$ cat src/hdl/tbcp_pkg.sv
`timescale 1ns / 1ps
// ----------------------------------------------------------------------------
// tbcp_pkg
// Shared types, constants and the TEA mixing function for the padded cipher.
// ----------------------------------------------------------------------------
package tbcp_pkg;

    localparam int unsigned ROUND_COUNT = 32;
    localparam logic [31:0] TEA_DELTA   = 32'h9e3779b9;
    localparam logic [31:0] DEC_SUM     = 32'(64'(ROUND_COUNT) * 64'(TEA_DELTA));
    localparam logic [3:0]  BLOCK_BYTES = 4'd8;
    localparam logic [31:0] PAD_WORD    = 32'h08080808;

    typedef enum logic [1:0] {
        CFG_KEY0 = 2'd0,
        CFG_KEY1 = 2'd1,
        CFG_KEY2 = 2'd2,
        CFG_KEY3 = 2'd3
    } t_cfg_reg;

    typedef enum logic {
        CMD_ENCRYPT = 1'b0,
        CMD_DECRYPT = 1'b1
    } t_cmd;

    typedef struct packed {
        logic        command;
        logic [31:0] block_low;
        logic [31:0] block_high;
        logic [3:0]  byte_count;
        logic        last;
    } t_in_item;

    typedef struct packed {
        logic [31:0] out_low;
        logic [31:0] out_high;
        logic [3:0]  kept_bytes;
        logic        pad_error;
        logic        final_result;
    } t_out_item;

    typedef struct packed {
        logic [31:0] k0;
        logic [31:0] k1;
        logic [31:0] k2;
        logic [31:0] k3;
    } t_key;

    // One word of work travelling down the cell chain
    typedef struct packed {
        logic        valid;
        logic        dec;
        logic        last;
        logic        fin;
        logic [31:0] a;
        logic [31:0] b;
        logic [31:0] s;
    } t_lane;

    typedef struct packed {
        logic [3:0] kept;
        logic       err;
    } t_unpad;

    function automatic logic [31:0] tbcp_mix(input logic [31:0] v, input logic [31:0] s,
                                             input logic [31:0] kx, input logic [31:0] ky);
        tbcp_mix = ((v << 4) + kx) ^ (v + s) ^ ((v >> 5) + ky);
    endfunction

endpackage

$ cat src/hdl/tbcp_unpad.sv
`timescale 1ns / 1ps
// ----------------------------------------------------------------------------
// tbcp_unpad
// Checks and measures the pad of a decrypted last block.
// ----------------------------------------------------------------------------
module tbcp_unpad import tbcp_pkg::*; (
    input  t_lane  i_lane,
    output t_unpad o_unpad
);

    logic [7:0]  pad;
    logic [63:0] blk;
    logic        bad;

    always_comb begin
        blk = {i_lane.b, i_lane.a};
        pad = i_lane.b[31:24];
        bad = pad > 8'(BLOCK_BYTES);
        for (int k = 0; k < 7; k++) begin
            if ((9'(k) + 9'(pad) >= 9'(BLOCK_BYTES)) && (blk[8*k +: 8] != pad)) begin
                bad = 1'b1;
            end
        end
        if (i_lane.dec == CMD_DECRYPT && i_lane.last) begin
            o_unpad.err  = bad;
            o_unpad.kept = bad ? 4'd0 : BLOCK_BYTES - pad[3:0];
        end else begin
            o_unpad.err  = 1'b0;
            o_unpad.kept = BLOCK_BYTES;
        end
    end

endmodule

$ cat config.mk
export PLATFORM = sky130hd
export DESIGN_NAME = tbcp_unpad
export DESIGN_NICKNAME = d
export VERILOG_FILES = /design/src/hdl/tbcp_pkg.sv /design/src/hdl/tbcp_unpad.sv
export SDC_FILE = /design/constraint.sdc
export NUM_CORES = 1
export LEC_CHECK = 0
export BUFFER_PORTS_ARGS = -buffer_cell sky130_fd_sc_hd__buf_2
export CAP_MARGIN = 0
export CORE_ASPECT_RATIO = 0.8
export CORE_MARGIN = 5
export CORE_UTILIZATION = 37
export DETAILED_ROUTE_END_ITERATION = 8
export PLACE_DENSITY = 0.81
export SYNTH_ARGS = -nofsm -noshare
export SYNTH_HDL_FRONTEND = slang
export SYNTH_SLANG_ARGS = --single-unit
$ cat constraint.sdc
create_clock -name vclk -period 2
set_input_delay 0.1 -clock vclk [all_inputs]
set_output_delay 0.1 -clock vclk [all_outputs]
set_load 0.02 [all_outputs]
* Yosys cells after proc, flatten, opt, wreduce, memory -nomap -nowiden
Index checks and enable logic that the tools add are counted.
Operators by class: $lt $le $gt $ge 8, $add $sub $neg 7, muxes and demuxes 9, equal/unequal tests 7, reduce and logical (&&, ||, !) cells 8
Operators by type and width (count):
- != test 8 bit | 7
- greater-or-equal comparator 9 x 4 -> 1 bit (second input constant) | 6
- adder 3 x 8 -> 9 bit (first input constant) | 3
- adder 2 x 8 -> 9 bit (first input constant) | 2
- adder 1 x 8 -> 9 bit (first input constant) | 1
- greater-or-equal comparator 8 x 4 -> 1 bit (second input constant) | 1
- > comparator 8 x 4 -> 1 bit (second input constant) | 1
- logical AND 1 bit | 8
- 2-to-1 mux 1 bit | 7
- 2-to-1 mux 5 bit | 1
- 2-to-1 mux 4 bit | 1
- subtractor 4 bit (first input constant) | 1
Word-level totals: register bits after elaboration 0, bits of input ports 100

* Depth between registers and ports, before layout
depth in word-level cells 11, mapped depth 10, mapped depth without buffers 8

* Worst setup path after synthesis
No wires, ideal clock.
path kind input -> output, from in i_lane[58] (netlist bit), to out o_unpad[1] (netlist bit), slack -185 ps, data required time 1900 ps, arrival 2085 ps, stages 10, cell sequence buf_4 buf_2 inv_2 ha_1 a21oi_1 xnor2_1 a2111oi_4 o221ai_2 nor4_4 and3_1
RTL lines:
- start: declaration | RTL line tbcp_unpad.sv:7 | input t_lane i_lane,
- end: declaration | RTL line tbcp_unpad.sv:8 | output t_unpad o_unpad

==> key figures <==
Floorplanning
  – Core ar.: 3150 sq um
  – Row count: 18
  – Boundary Pins: 105
  – Die X: 74.8 um
  – Initial core utilization: 39.4%
  – Die H: 61.8 um
  – Die ar.: 4620 sq um

Power and ir drop
  – Lkg Pwr: 0.940 nW
  – Peak VDD IR: 114 uV
  – P per Cell Area: 199 nW/um^2

Synthesis
  – Ranking of synthesized cells by area: xnor2_1, xor2_1, ha_1
  – Most instantiated library cell after synthesis: xnor2_1
  – Syn Area/Cell: 7.52 sq um
  – Synth Instances: 165
  – Synth Cell Area: 1240 sq um
  – YS warnings: 0
  – Most frequent cells after synthesis: xnor2_1, xor2_1, buf_2
  – Top-area cell type share of the netlist area: 26.1%
  – Netlist cell types: 46
  – Area leader, netlist: xnor2_1
  – Sequential area share after synthesis: 0%
  – Syn Nets: 271

GRT
  – Initial antenna violation count: 0
  – GR Util All Layers: 18.9%
  – Largest net degree at the start of global routing: 17
  – Total gr overflow: 0
  – Vias in the first global route: 1526
  – First-pass GRT wire length: 6980 um

Routing
  – Met2 routed WL: 2130 um
  – Vias: 1562
  – Post-Route WL: 4410 um
  – Top layer in use: met4
  – Initial DRC count: 120
  – WL met1: 1930 um
  – Routed Antenna Nets: 0
  – Pre-antenna DRT Iters: 4
  – WL per Instance: 14.4 um
  – Routed met3 length: 342 um
  – # DRC: 0
  – Vias per inst: 5.10

Layout
  – Antenna Cells: 0
  – Clock buf count: 0
  – Seq cells: 0
  – Core Util, Final: 66.9%
  – Final Cell Area: 2110 sq um
  – Nets: 374
  – Layout area overhead: 70.0%
  – Layout cells sized above 1: 51.9%
  – Sequential Area: 0 sq um

Placement
  – IO Port Bufs: 71
  – Placed inst area: 1890 sq um
  – RD Place Congestion: 0.889
  – Detailed-placement wirelength estimate: 3370 um

Hold path
  – Worst hold-check path type: primary input to output port

STA
  – RSZ-0062 raised after global routing: yes
  – Worst hold slack: 0.557 ns
  – Worst slew margin: 75.7%
  – Slew @ Worst Pin: 0.362 ns
  – Setup TNS: -0.844 ns
  – Final setup viols: 5
  – Max Fclk: 454 MHz
  – Final Hold Viols: 0
  – Setup ws final: -0.202 ns
  – Period utilization: 110%
  – Max Slew Vio Count: 0
  – Tmin final: 2.20 ns

Outcome
  – Violated checks: setup timing
  – Status: finished, violations left

Setup path
  – Worst Path Arrival: 2.10 ns
  – Critical Path RT: 1.90 ns
  – Startpoint types: primary input
  – Crit Path Class: primary input to output port
  – Critical Path Fanout Max: 5
  – CP endpoint kind: output port

CTS
  – Hold Buf Count CTS: 0

Job
  – Maximum capacitance violations: 0
==> metrics by stage <==
stage	instances	total power, mW	setup WS [ns]
2_1_floorplan	165	0.212	0.0404
3_3_place_gp	298	0.367	-0.324
3_5_place_dp	298	0.372	-0.382
4_1_cts	306	0.401	-0.185
5_1_grt	306	0.455	-0.280
6_report	306	0.419	-0.202
==> kinds of logic (layout without fill, tap and decap cells) <==
logic type | count (synthesis) | after routing | share of synthesized area [%]
AO/OA/AOI/OAI | 27 | 27 | 18.2
XOR/XNOR | 61 | 61 | 43.0
adder cells (fa/ha/maj) | 6 | 6 | 6.05
buffers and inverters | 20 | 121 | 8.16
multiplexers | 1 | 1 | 0.907
AND/OR/NAND/NOR | 50 | 50 | 23.6
==> worst paths after layout <==
path | from | end | slack, ns | cells past startpoint
setup / recovery | i_lane[56] | o_unpad[1] | -0.20 | 10
hold / removal | i_lane[97] | o_unpad[0] | 0.56 | 4
==> cell usage in the layout, fill, tap and decap left out, drive strengths merged <==
cell type,instances
a221oi,1
nand2b,1
o2bb2ai,1
nor4bb,1
xnor2,37
nand4,11
o211ai,3
a21oi,5
nor2,9
clkinv,1
a2111oi,2
or3,2
nor3,1
o21ai,2
a32oi,1
and2,1
nor4,8
a41o,1
mux2,1
ha,6
nand3,5
a21boi,2
o31ai,1
and3,5
xor2,24
inv,3
o221ai,2
a311o,1
nand2,6
o22ai,1
o21a,1
buf,117
a21o,3
==> routing by layer <==
metal	global-route usage, %	up-vias
met5	0	-
met4	0.254	0
met3	0.482	2
met2	34.3	61
met1	26.7	710
li1	-	789
==> where the power goes <==
| part | leakage [nW] | internal [mW] | switching (mW) |
|---|---|---|---|
| clock | 0 | 0 | 0 |
| sequential | 0 | 0 | 0 |
| combinational | 0.940 | 0.229 | 0.190 |
| total | 0.940 | 0.229 | 0.190 |
==> cell type report <==
type | instances | area [sq um]
fillers | 268 | 1040
well taps | 40 | 50.0
repair buffers | 117 | 795
multi-input cells | 145 | 1250
inverters | 4 | 15.0
==> timing repair <==
action                                  4_1_cts  5_1_grt
endpoints found under the setup margin        5        5
gates resized for setup                      24       14
setup buffers                                 8        0
pin swaps                                    10       11
==> worst max-delay path: stages <==
cell,delay (ns)
buf_6,0.10
buf_6,0.12
a21o_1,0.19
or3_4,0.34
a2111oi_4,0.32
o221ai_2,0.17
nor4_4,0.28
buf_4,0.18
and3_4,0.19
buf_6,0.11
No activity file was read; power rests on OpenSTA's default activity.
