**config.mk**
```make
export PLATFORM = sky130hd
export DESIGN_NAME = tbcp_cell
export DESIGN_NICKNAME = d
export VERILOG_FILES = /design/src/hdl/tbcp_pkg.sv /design/src/hdl/tbcp_cell.sv
export SDC_FILE = /design/constraint.sdc
export NUM_CORES = 1
export LEC_CHECK = 0
export BUFFER_PORTS_ARGS = -buffer_cell sky130_fd_sc_hd__buf_2
export CORE_MARGIN = 2
export CORE_UTILIZATION = 62
export DETAILED_ROUTE_END_ITERATION = 10
export PLACE_DENSITY = 0.84
export SLEW_MARGIN = 30
export SYNTH_ARGS = -nofsm -noshare
export SYNTH_HDL_FRONTEND = slang
export SYNTH_SLANG_ARGS = --single-unit
```
**constraint.sdc**
```tcl
create_clock -name i_clk -period 12.3 [get_ports i_clk]
set_input_delay 1.845 -clock i_clk [delete_from_list [all_inputs] [get_ports i_clk]]
set_output_delay 1.845 -clock i_clk [all_outputs]
set_load 0.005 [all_outputs]
```
**src/hdl/tbcp_pkg.sv**
```systemverilog
`timescale 1ns / 1ps
// ----------------------------------------------------------------------------
// tbcp_pkg
// Shared types, constants and the TEA mixing function for the padded cipher.
// ----------------------------------------------------------------------------
package tbcp_pkg;

    localparam int unsigned ROUND_COUNT = 32;
    localparam logic [31:0] TEA_DELTA   = 32'h9e3779b9;
    localparam logic [31:0] DEC_SUM     = 32'(64'(ROUND_COUNT) * 64'(TEA_DELTA));
    localparam logic [3:0]  BLOCK_BYTES = 4'd8;
    localparam logic [31:0] PAD_WORD    = 32'h08080808;

    typedef enum logic [1:0] {
        CFG_KEY0 = 2'd0,
        CFG_KEY1 = 2'd1,
        CFG_KEY2 = 2'd2,
        CFG_KEY3 = 2'd3
    } t_cfg_reg;

    typedef enum logic {
        CMD_ENCRYPT = 1'b0,
        CMD_DECRYPT = 1'b1
    } t_cmd;

    typedef struct packed {
        logic        command;
        logic [31:0] block_low;
        logic [31:0] block_high;
        logic [3:0]  byte_count;
        logic        last;
    } t_in_item;

    typedef struct packed {
        logic [31:0] out_low;
        logic [31:0] out_high;
        logic [3:0]  kept_bytes;
        logic        pad_error;
        logic        final_result;
    } t_out_item;

    typedef struct packed {
        logic [31:0] k0;
        logic [31:0] k1;
        logic [31:0] k2;
        logic [31:0] k3;
    } t_key;

    // One word of work travelling down the cell chain
    typedef struct packed {
        logic        valid;
        logic        dec;
        logic        last;
        logic        fin;
        logic [31:0] a;
        logic [31:0] b;
        logic [31:0] s;
    } t_lane;

    typedef struct packed {
        logic [3:0] kept;
        logic       err;
    } t_unpad;

    function automatic logic [31:0] tbcp_mix(input logic [31:0] v, input logic [31:0] s,
                                             input logic [31:0] kx, input logic [31:0] ky);
        tbcp_mix = ((v << 4) + kx) ^ (v + s) ^ ((v >> 5) + ky);
    endfunction

endpackage

```
**src/hdl/tbcp_cell.sv**
```systemverilog
`timescale 1ns / 1ps
// ----------------------------------------------------------------------------
// tbcp_cell
// One TEA cycle (two half rounds), encrypt or decrypt, registered output.
// ----------------------------------------------------------------------------
module tbcp_cell import tbcp_pkg::*; (
    input  logic  i_clk,
    input  logic  i_rst_n,
    input  logic  i_en,
    input  t_key  i_key,
    input  t_lane i_lane,
    output t_lane o_lane
);

    logic        r_valid;
    t_lane       r_data;
    t_lane       n_data;
    logic [31:0] enc_a;
    logic [31:0] enc_b;
    logic [31:0] dec_a;
    logic [31:0] dec_b;

    always_comb begin
        enc_a = i_lane.a + tbcp_mix(i_lane.b, i_lane.s, i_key.k0, i_key.k1);
        enc_b = i_lane.b + tbcp_mix(enc_a, i_lane.s, i_key.k2, i_key.k3);
        dec_b = i_lane.b - tbcp_mix(i_lane.a, i_lane.s, i_key.k2, i_key.k3);
        dec_a = i_lane.a - tbcp_mix(dec_b, i_lane.s, i_key.k0, i_key.k1);
        n_data = i_lane;
        if (i_lane.dec == CMD_DECRYPT) begin
            n_data.a = dec_a;
            n_data.b = dec_b;
            n_data.s = i_lane.s - TEA_DELTA;
        end else begin
            n_data.a = enc_a;
            n_data.b = enc_b;
            n_data.s = i_lane.s + TEA_DELTA;
        end
    end

    always_ff @(posedge i_clk) begin
        if (!i_rst_n) begin
            r_valid <= 1'b0;
        end else if (i_en) begin
            r_valid <= i_lane.valid;
        end
    end

    always_ff @(posedge i_clk) begin
        if (i_en) begin
            r_data <= n_data;
        end
    end

    always_comb begin
        o_lane       = r_data;
        o_lane.valid = r_valid;
    end

endmodule

```
Yosys cells after proc, flatten, opt, wreduce, memory -nomap -nowiden:

Cells that the tools add are included.

* flip-flop bits (word level): 100
* latch bits: 0
* memory bits (writable): 0
* ROM bits: 0
* output and inout bits: 100
* logic and storage cells: 34
* memories kept: 0

* add/sub/neg operators: 18
* $mul: 0
* divide/modulo/power cells: 0
* magnitude comparators: 0
* equal/unequal tests: 0
* shifts and indexed selects: 0
* mux-type cells: 1
* bitwise operators: 8
* reductions and logical operators: 0

Operator list (number)
* adder 32 bit: 10
* bitwise XOR 32 bit: 8
* adder 27 x 32 -> 32 bit: 4
* 2-to-1 mux 96 bit: 1
* subtractor 32 bit: 2
* adder 32 bit, second input constant: 1
* subtractor 32 bit, second input constant: 1

Depth between registers and ports, before layout:

* word-level depth: 9
* gate-level depth with buffers: 47

Least setup slack after synthesis:

OpenSTA, ideal clock, no wires.

* path type: input -> register
* from: input i_lane[0] (netlist name)
* to: register r_data (netlist bit o_lane[92]), data pin
* arrival: 9.697 ns
* required time: 12.038 ns
* setup slack: 2.341 ns
* cell stages on the path: 46
* cell sequence: ha_1 fa_1 a21o_1 a21o_1 a21oi_1 nor2b_1 o31ai_1 nor2_1 o21ai_0 nand2b_1 a21o_1 a21oi_1 xnor2_1 ha_1 and2_1 nand4_1 inv_1 a31o_1 [10 not listed] or2_1 a21o_1 a21o_1 a21o_1 a21oi_1 xnor2_1 ha_1 a21o_1 a21o_1 a21oi_1 nor2b_1 o21ai_1 nand2b_1 a221oi_1 o21ai_1 a221oi_1 xnor2_1 mux2_1

RTL lines
* start, declared: RTL line tbcp_cell.sv:11 `input t_lane i_lane,`
* end signal, assigned: RTL line tbcp_cell.sv:50 `r_data <= n_data;`
* end, declared: RTL line tbcp_cell.sv:16 `t_lane r_data;`

==> run summary <==
register area share after synthesis = 0.1049
Setup crit end kind = flop
DRC errors left = 0
CTS root buf = clkbuf_16
wire per inst = 22.65 µm
first-pass GRT wire length = 149400 µm
Final setup viols = 0
Core Footprint = 0.04538 mm²
post-CTS sizing = 0
Yosys top cell area share = 0.2268
critical path fanouts, max = 5
latest clock arrival within the worst-skew pair = 0.39 ns
TritonCTS Buffers = 9
H-tree levels = 3
#FFs+latches synth = 100
Longest Clk Path Bufs = 2
Relative slew margins = 0.3729
die area = 0.04773 mm²
vias in the first global route = 27280
mean post-synth cell area = 8.172 µm²
crit path time final = 11.24 ns
RSZ-0062 raised after global routing = no
num ports = 331
Main synth FF type = edfxtp_1
Final Hold Fails = 0
Vias/cell = 6.567
CTS tree = built
Data required, critical path = 12.45 ns
Slew Viols, Final = 0
Iter 0 DRT Violations = 2819
Hold Crit Class = reg2reg
maximum number of pins on one net before global-route repair = 72
slowest library cell on the worst path = xor2_1
total gr overflow = 0
CP peak stage delay = 0.57 ns
post-synth top area cell = ha_1
Max Fclk = 88.98 MHz
layout net count = 4588
fillers = 3893
synth warn = 0
kind of start point of the critical path = input pin
drt pass-1 iters = 7
crit path launch = i_lane[69]
critical path class = in2reg
gr usage total = 0.4089
Die Span X = 218.5 µm
Crit path arrival time = 11.39 ns
row count = 78
ys async rst share = 0
Worst Tran Pin Value = 0.9407 ns
Yosys cell types = 87
Reg clk slew, reported paths = 0.07 ns
area grow syn2layout = 9.713%
Setup Fix Bufs, Post-CTS = 0
hold-fix buffers at CTS = 0
layout cells sized above 1 = 0.1048
most frequent CP cell = a21o_1
r2r startpoint = r_valid
post-synthesis cell count = 3490
fin crit share = 0.9137
antenna-violating nets left = 0
status = finished, final reports clean
Syn Nets = 4255
Initial Util = 0.6285
ranking of synthesized cells by area = ha_1, xnor2_1, edfxtp_1
GP Congestion = 1.041
worst-case clock skew = 0 ns
Die Height = 218.5 µm
antenna violations before repair = 2
port buffer count = 330
via count = 29084
Max-Cap Viols = 0
Post-synth EDFFs = 99
cell area after synthesis = 0.02852 mm²
total wire length = 100300 µm
Setup TNS Final = 0 ns
Worst Hold Launch = r_valid
Sinks on Clock Net = 100
hpwl dp = 84570 µm
worst max-delay path: cells and delay by family:
kind / cells / cell delay [ns]
xor gates and xnor gates: 7 / 1.67
adders and majority gates: 5 / 1.76
and+or+nand+nor: 6 / 0.83
buffers and inverters: 2 / 0.23
muxes: 1 / 0.26
AOI/OAI and AO/OA: 20 / 4.78
registers in the layout, indices dropped and copies added (netlist names):
name and count:
o_lane 99, r_valid 1
per-layer routing:
metal / global-route usage / wire length (µm)
met1: 0.5486 / 39500
met3: 0.09339 / 14260
met2: 0.6334 / 42350
met5: 0 / 14
met4: 0.1599 / 4205
path summary, 6_finish.rpt:
kind,to,slack (ns),cells after the start
hold reg to reg,r_valid,0.53,2
setup / recovery,o_lane[93],1.06,41
setup reg to reg,r_valid,11.70,2
hold / removal,r_valid,0.53,2
final cells by class:
| class | count | area, µm² | area share |
|---|---|---|---|
| antenna | 1 | 2.502 | 0.00007997 |
| clock buffer | 10 | 229.0 | 0.007318 |
| clock inverter | 6 | 110.1 | 0.003519 |
| inverter | 117 | 439.2 | 0.01404 |
| multi-input combinational | 3251 | 25000 | 0.7991 |
| sequential | 100 | 2993 | 0.09565 |
| tap | 600 | 750.7 | 0.02399 |
| timing repair buffer | 344 | 1762 | 0.05630 |
cells by family after synthesis:
| family | after synthesis | share of synthesized area |
|---|---|---|
| AND/OR/NAND/NOR | 774 | 0.1334 |
| AO/OA/AOI/OAI | 1187 | 0.2671 |
| flip-flops | 100 | 0.1049 |
| multiplexers | 19 | 0.007414 |
| XOR/XNOR | 737 | 0.2300 |
| adder cells (fa/ha/maj) | 534 | 0.2387 |
| buffers and inverters | 139 | 0.01843 |
cells in the mapped netlist (21+ instances only):
master	instances
nand3_1	62
o21ai_1	69
a31oi_1	33
nand4_1	39
edfxtp_1	99
nor2b_1	58
xor2_1	142
ha_1	517
or3_1	21
nor3_1	55
inv_1	115
a21o_1	252
a211oi_1	32
nor2_1	175
a21oi_1	396
o21bai_1	64
o21a_1	54
and3_1	32
nand2b_1	54
xnor2_1	587
nand2_1	206
o21ai_0	121
cells in the final DEF, fill, tap and decap left out, types with 33 or more instances in the layout:
| master | n |
|---|---|
| nand2b_1 | 54 |
| nor2b_1 | 58 |
| a21o_1 | 252 |
| a31oi_1 | 33 |
| o21ai_1 | 69 |
| buf_2 | 328 |
| nand4_1 | 39 |
| nand2_1 | 206 |
| inv_1 | 115 |
| o21bai_1 | 64 |
| nand3_1 | 62 |
| ha_1 | 517 |
| o21a_1 | 54 |
| nor2_1 | 175 |
| o21ai_0 | 121 |
| edfxtp_1 | 99 |
| nor3_1 | 55 |
| xor2_1 | 142 |
| xnor2_1 | 587 |
| a21oi_1 | 396 |
metrics by stage:
stage          utilization  worst slack (ns)  hold WS [ns]  cell area [µm²]  std cells
3_3_place_gp        0.6819             1.046        0.4906            30950       4412
5_1_grt             0.6894            0.5227        0.5640            31290       4428
2_1_floorplan            -             2.341        0.4839            28520       3490
4_1_cts             0.6894             1.287        0.5452            31290       4428
6_report            0.6895             1.061        0.5329            31290       4429
3_5_place_dp        0.6819            0.9174        0.5354            30950       4412
Power is not shown: default switching activity piles up to over one toggle a cycle in this logic, so the estimate is an artifact.
